[config.mk]
export PLATFORM = sky130hd
export DESIGN_NAME = lcd_cell
export DESIGN_NICKNAME = d
export VERILOG_FILES = /design/src/lcd_pkg.sv /design/src/lcd_cell.sv
export SDC_FILE = /design/constraint.sdc
export NUM_CORES = 1
export LEC_CHECK = 0
export BUFFER_PORTS_ARGS = -buffer_cell sky130_fd_sc_hd__clkbuf_2
export CORE_ASPECT_RATIO = 1.2
export CORE_MARGIN = 5
export CORE_UTILIZATION = 55
export CTS_BUF_LIST = sky130_fd_sc_hd__clkbuf_16
export DETAILED_ROUTE_END_ITERATION = 16
export HOLD_SLACK_MARGIN = 0.1
export PLACE_DENSITY_LB_ADDON = 0.05
export SYNTH_ARGS = -nofsm -noshare
export SYNTH_HDL_FRONTEND = slang
export SYNTH_SLANG_ARGS = --single-unit
[constraint.sdc]
create_clock -name clk -period 3.8 [get_ports clk]
set_input_delay 0.19 -clock clk [delete_from_list [all_inputs] [get_ports clk]]
set_output_delay 0.19 -clock clk [all_outputs]
set_load 0.01 [all_outputs]
[src/lcd_pkg.sv]
// ----------------------------------------------------------------------------
// lcd_pkg
// Shared types, widths and elaboration-time weight table for the layered
// charge deposition core.
// ----------------------------------------------------------------------------
package lcd_pkg;

	localparam int THICK_W   = 32;
	localparam int CUR_W     = 32;
	localparam int DT_W      = 16;
	localparam int ENERGY_W  = 24;
	localparam int ZS_W      = 8;
	localparam int DATA_W    = 48;
	localparam int JDT_W     = CUR_W + DT_W;
	localparam int MUL_W     = 24;
	localparam int PROD_W    = DATA_W + MUL_W;
	localparam int LAYER_W   = 6;
	localparam int STEP_W    = 6;
	localparam int MUL_STEPS = MUL_W;
	localparam int DIV_STEPS = DATA_W;

	localparam logic [DATA_W-1:0]  DATA_MAX     = {DATA_W{1'b1}};
	localparam logic [THICK_W-1:0] THICK_RESET  = 32'd1000000;
	localparam logic               OPC_DEPOSIT  = 1'b0;
	localparam logic               OPC_CLEAR    = 1'b1;

	// operation broadcast from the sequencer to every cell
	typedef enum logic [3:0] {
		OP_IDLE   = 4'd0,
		OP_MLOAD  = 4'd1,
		OP_MSTEP  = 4'd2,
		OP_DLOAD  = 4'd3,
		OP_DSTEP  = 4'd4,
		OP_COMMIT = 4'd5,
		OP_CLEAR  = 4'd6,
		OP_LOAD   = 4'd7,
		OP_SHIFT  = 4'd8
	} lcd_op_t;

	typedef struct packed {
		lcd_op_t op;
		logic    phase;     // 0: charge increment, 1: energy increment
	} lcd_ctl_t;

	typedef struct packed {
		logic [JDT_W-1:0]    jdt;
		logic [ENERGY_W-1:0] energy;
		logic [THICK_W-1:0]  divisor;
	} lcd_bus_t;

	typedef struct packed {
		logic [DATA_W-1:0] charge;
		logic [DATA_W-1:0] energy;
	} lcd_pair_t;

	function automatic logic [DATA_W-1:0] lcd_add_sat(input logic [DATA_W-1:0] a,
			input logic [DATA_W-1:0] b);
		logic [DATA_W:0] s;
		s = {1'b0, a} + {1'b0, b};
		return s[DATA_W] ? DATA_MAX : s[DATA_W-1:0];
	endfunction

	// Shift-subtract quotient, only used while elaborating the weight table.
	function automatic logic [63:0] lcd_udiv(input logic [63:0] num, input logic [63:0] den);
		logic [64:0] rem;
		logic [63:0] quo;
		rem = '0;
		quo = '0;
		for (int b = 63; b >= 0; b--) begin
			rem = {rem[63:0], num[b]};
			quo = {quo[62:0], 1'b0};
			if (rem >= {1'b0, den}) begin
				rem = rem - {1'b0, den};
				quo[0] = 1'b1;
			end
		end
		return quo;
	endfunction

	// exp(-p/q): exp(-p/(8q)) inverted from a 33-term series, squared three times, Q30
	function automatic logic [63:0] lcd_exp_q30(input logic [63:0] p, input logic [63:0] q);
		logic [63:0] term;
		logic [63:0] sum;
		logic [63:0] r;
		term = 64'd1 << 30;
		sum  = term;
		for (int k = 1; k <= 32; k++) begin
			term = lcd_udiv(term * p, 64'd8 * q * 64'(k));
			sum  = sum + term;
		end
		r = lcd_udiv(64'd1 << 60, sum);
		for (int n = 0; n < 3; n++)
			r = (r * r) >> 30;
		return r;
	endfunction

	// Normalized Q0.16 weight of one layer, premultiplied by the layer count
	function automatic logic [MUL_W-1:0] lcd_weight(input int layers, input int idx);
		logic [63:0] e_sel;
		logic [63:0] e;
		logic [63:0] s;
		logic [63:0] p;
		logic [63:0] q;
		logic [63:0] w;
		e_sel = '0;
		s     = '0;
		for (int j = 0; j < layers; j++) begin
			if (layers < 4) begin
				p = 64'd2 * 64'(j) + 64'd1;
				q = 64'd2;
			end else begin
				p = 64'd4 * 64'(j) + 64'd2;
				q = 64'(layers);
			end
			e = lcd_exp_q30(p, q);
			s = s + e;
			if (j == idx)
				e_sel = e;
		end
		w = (s != 64'd0) ? lcd_udiv((e_sel << 16) + (s >> 1), s) : 64'd0;
		return MUL_W'(w * 64'(layers));
	endfunction

endpackage

[src/lcd_cell.sv]
// ----------------------------------------------------------------------------
// lcd_cell
// One layer: charge and energy accumulators, a shift-add multiplier and a
// restoring divider for the layer increment, and one stage of the readout
// chain toward the surface cell.
// ----------------------------------------------------------------------------
module lcd_cell #(
	parameter logic [lcd_pkg::MUL_W-1:0] WEIGHT_N = 24'd0
) (
	input  logic                clk,
	input  logic                arst_n,
	input  lcd_pkg::lcd_ctl_t   ctl,
	input  lcd_pkg::lcd_bus_t   bus,
	input  lcd_pkg::lcd_pair_t  chain_in,
	output lcd_pkg::lcd_pair_t  chain_out
);
	import lcd_pkg::*;

	logic [DATA_W-1:0]  charge_q;
	logic [DATA_W-1:0]  energy_q;
	logic [PROD_W-1:0]  prod_q;
	logic [DATA_W-1:0]  mcand_q;
	logic [THICK_W-1:0] rem_q;
	logic [DATA_W-1:0]  quo_q;
	logic               sat_q;
	logic [DATA_W-1:0]  cinc_q;
	lcd_pair_t          out_q;

	logic [DATA_W:0]    msum;
	logic [THICK_W-1:0] div_hi;
	logic [DATA_W-1:0]  div_lo;
	logic [THICK_W:0]   dshift;
	logic [THICK_W:0]   ddiff;
	logic               dge;
	logic [DATA_W-1:0]  res;

	always_comb begin
		msum = {1'b0, prod_q[PROD_W-1:MUL_W]} + (prod_q[0] ? {1'b0, mcand_q} : '0);
		// charge: product drops the Q16 weight scale before dividing by thickness
		if (!ctl.phase) begin
			div_hi = {{(THICK_W-8){1'b0}}, prod_q[PROD_W-1:PROD_W-8]};
			div_lo = prod_q[PROD_W-9:PROD_W-8-DATA_W];
		end else begin
			div_hi = {{(THICK_W-MUL_W){1'b0}}, prod_q[PROD_W-1:DATA_W]};
			div_lo = prod_q[DATA_W-1:0];
		end
		dshift = {rem_q, quo_q[DATA_W-1]};
		ddiff  = dshift - {1'b0, bus.divisor};
		dge    = dshift >= {1'b0, bus.divisor};
		res    = sat_q ? DATA_MAX : quo_q;
	end

	always_ff @(posedge clk or negedge arst_n) begin
		if (!arst_n) begin
			charge_q <= '0;
			energy_q <= '0;
		end else begin
			case (ctl.op)
				OP_CLEAR: begin
					charge_q <= '0;
					energy_q <= '0;
				end
				OP_COMMIT: begin
					charge_q <= lcd_add_sat(charge_q, cinc_q);
					energy_q <= lcd_add_sat(energy_q, res);
				end
				default: ;
			endcase
		end
	end

	always_ff @(posedge clk) begin
		case (ctl.op)
			OP_MLOAD: begin
				if (!ctl.phase) begin
					mcand_q <= bus.jdt;
					prod_q  <= {{DATA_W{1'b0}}, WEIGHT_N};
				end else begin
					cinc_q  <= res;
					mcand_q <= res;
					prod_q  <= {{DATA_W{1'b0}}, bus.energy};
				end
			end
			OP_MSTEP: prod_q <= {msum, prod_q[MUL_W-1:1]};
			OP_DLOAD: begin
				// quotient would not fit 48 bits: saturate
				sat_q <= div_hi >= bus.divisor;
				rem_q <= div_hi;
				quo_q <= div_lo;
			end
			OP_DSTEP: begin
				rem_q <= dge ? ddiff[THICK_W-1:0] : dshift[THICK_W-1:0];
				quo_q <= {quo_q[DATA_W-2:0], dge};
			end
			OP_LOAD:  out_q <= '{charge: charge_q, energy: energy_q};
			OP_SHIFT: out_q <= chain_in;
			default: ;
		endcase
	end

	assign chain_out = out_q;

endmodule

==> summary.txt <==
Run status
  • Status: complete, no violations

Logic synthesis
  • Synthesized Nets: 3331
  • Part of the Yosys area used for sequential elements: 0.441
  • Synth Instances: 2917
  • Synth area leader: edfxtp_1
  • Top-area cell type share of the netlist area: 0.358
  • Mapped Avg Cell Area: 9.91 um^2
  • Post-synth EDFFs: 345
  • Synth unique cells: 78
  • Post-synthesis register bit count: 441
  • Most frequent cell after synthesis: nand2_1
  • Synthesized area: 28900 um^2
  • Top cells by count, synth: 399 x nand2_1, 345 x edfxtp_1, 232 x o21ai_0
  • Synth warn: 0
  • Async SR Flop Fraction: 0.218
  • Synth area leaders: edfxtp_1 36%, ha_1 8.8%, dfrtp_1 8.3%
  • Synth Flop Type: edfxtp_1

STA
  • Final Setup Violations: 0
  • Crit path time final: 3.72 ns
  • Final period util: 0.979
  • Headroom to the max-slew limit: 0.227
  • Slew Viols, Final: 0
  • Hold Vio Cnt, Final: 0
  • Setup TNS: 0 ns
  • Slew @ Worst Pin: 1.16 ns
  • Clk_skew: 0.0340 ns
  • Fmax achieved: 269 MHz
  • WHS: 0.186 ns
  • Setup WS post-layout: 0.0789 ns

Flow run
  • Maximum capacitance violations: 0

Final layout
  • Nets@finish: 3861
  • P&R area growth vs syn: 23.2%
  • Fill count: 4080
  • Layout cell share with drive strength beyond 1: 0.217
  • Design Area, Final: 35600 um^2

GRT
  • Global routing met3 resource utilization: 0.0308
  • Largest net degree at the start of global routing: 147
  • GRT Residual Overflow: 0
  • Antenna violations before repair: 10
  • Vias in the first global route: 24000
  • Most Crowded Layer GR: met2
  • Met2 Usage GRT: 0.509
  • First-pass GRT wire length: 135 mm
  • All-Layer GR Usage: 0.300
  • GR Layer Usage met1: 0.404

Worst setup path
  • Worst-path maximum fanout: 6
  • Arrival @ worst endpoint: 4.20 ns
  • Required @ worst endpoint: 4.28 ns
  • WS Path Type: flop to flop
  • Worst Setup End Kind: flop
  • CP Launch Type: flop

Power and ir drop
  • P_leak: 15.7 nW
  • Pwr Total: 20.0 mW
  • Max rail drop VDD: 451 uV
  • Pwr/cell area: 561 nW/um^2

Route
  • Avg Vias per Cell: 5.86
  • DRC violations left: 0
  • Post-Route WL: 88.7 mm
  • Via Count: 24600
  • DR pass1 iterations: 7
  • Remaining antenna violation count: 0
  • Routed wire per std cell: 21.1 um
  • DRT iter0 DRCs: 2006

Place
  • Routability cong.: 0.979
  • Pre-CTS setup slack: -0.0178 ns
  • Port bufs: 302
  • Placed Area: 31900 um^2
  • Dpl hpwl: 65.9 mm

Floorplanning
  • Die width: 219 um
  • FP Rows: 92
  • Core Box Area: 52300 um^2
  • Die area: 57300 um^2
  • Initial Utilization: 0.553
  • Die height: 261 um
  • IO Count: 303

Clock tree
  • Clk root buf: clkbuf_16
  • H-tree levels: 2
  • Clk_lat worst skew: 0.61 ns
  • Max clock buf depth: 3
  • CTS Buf Count: 47
  • CTS Sinks: 441
  • CTS tree: done
  • Clock-pin slew on the worst setup and hold paths: 0.07 ns

Hold path
  • Hold WC Path Type: input port to flop
==> worst paths after layout <==
| path | from | to | cells past startpoint | slack (ns) |
|---|---|---|---|---|
| worst min register to register | charge_q[5] | charge_q[5] | 2 | 0.51 |
| worst max-delay path | sat_q | energy_q[41] | 15 | 0.08 |
| max in group asynchronous | arst_n | charge_q[44] | 3 | 2.46 |
| min in group asynchronous | arst_n | energy_q[2] | 2 | 0.30 |
| worst min-delay path | bus[25] | sat_q | 4 | 0.19 |
| worst max register to register | sat_q | energy_q[41] | 15 | 0.08 |
==> metrics by stage <==
stage               utilization  std cells
finish                    0.681       4197
global route              0.681       4195
CTS                       0.676       4183
detailed placement        0.611       3918
global placement          0.611       3918
floorplan                     -       2917
==> flip-flops by register name (all words and copies together) (netlist names) <==
register,flops
cinc_q,48
sat_q,1
energy_q,48
quo_q,48
mcand_q,48
rem_q,32
chain_out,96
charge_q,48
prod_q,72
==> worst max-delay path, stage by stage (launching register included) <==
cell and delay (ns):
edfxtp_1 0.43, buf_4 0.18, clkbuf_16 0.16, or2_2 0.31
ha_1 0.32, a21o_1 0.19, a21oi_1 0.17, or4bb_4 0.59
nand3_2 0.14, a211oi_4 0.09, buf_4 0.16, a21o_2 0.21
a21oi_2 0.16, o21ai_0 0.14, mux2i_1 0.14, a211o_1 0.22
==> area by class of cell <==
cell class,count,area (um^2),area share
repair buffers,610,4430,0.124
diodes,6,15.0,0.000422
clock inverters,39,398,0.0112
multi-input cells,2266,15600,0.438
well taps,705,882,0.0248
inverters,81,304,0.00854
clock buffers,49,1230,0.0344
flip-flops and latches,441,12800,0.358
==> layout by cell type (no fill, tap or decap), drive strengths merged, types with 92 or more instances in the layout <==
cell type / netlist / layout
a21o: 116 / 116
clkbuf: 116 / 352
nor2: 169 / 169
nand2: 399 / 399
ha: 203 / 203
inv: 81 / 92
o21ai: 238 / 238
a21oi: 217 / 217
edfxtp: 345 / 345
buf: 13 / 130
dfrtp: 96 / 96
dlygate4sd3: 0 / 177
mux2: 149 / 149
==> kinds of logic after synthesis <==
group | after synthesis | share of synthesized area
buffers and inverters | 210 | 0.0274
multiplexers | 223 | 0.0837
AND/OR/NAND/NOR | 914 | 0.146
XOR/XNOR | 145 | 0.0439
AO/OA/AOI/OAI | 777 | 0.167
flip-flops | 441 | 0.441
adder cells (fa/ha/maj) | 207 | 0.0906
==> routing by layer <==
| layer | vias up | share of wire |
|---|---|---|
| li1 | 11800 | - |
| met2 | 835 | 0.49 |
| met1 | 11800 | 0.43 |
| met5 | - | 0 |
| met3 | 163 | 0.053 |
| met4 | 0 | 0.034 |
==> power by group <==
part           leakage [nW]  internal [mW]  switching (mW)
Sequential             4.41           6.00           0.732
Combinational          10.5           3.79            4.58
Clock                 0.836           2.88            2.00
==> what timing repair did <==
| item | in CTS | in global routing |
|---|---|---|
| gates resized for setup | 1 | 39 |
| setup endpoints to repair | 7 | 56 |
| pin swaps | 0 | 14 |
| buffers inserted | 0 | 5 |
| endpoints found under the hold margin | 229 | 0 |
| gates cloned | 0 | 3 |
| hold buffers | 177 | 0 |
No activity file was read; power rests on OpenSTA's default activity.
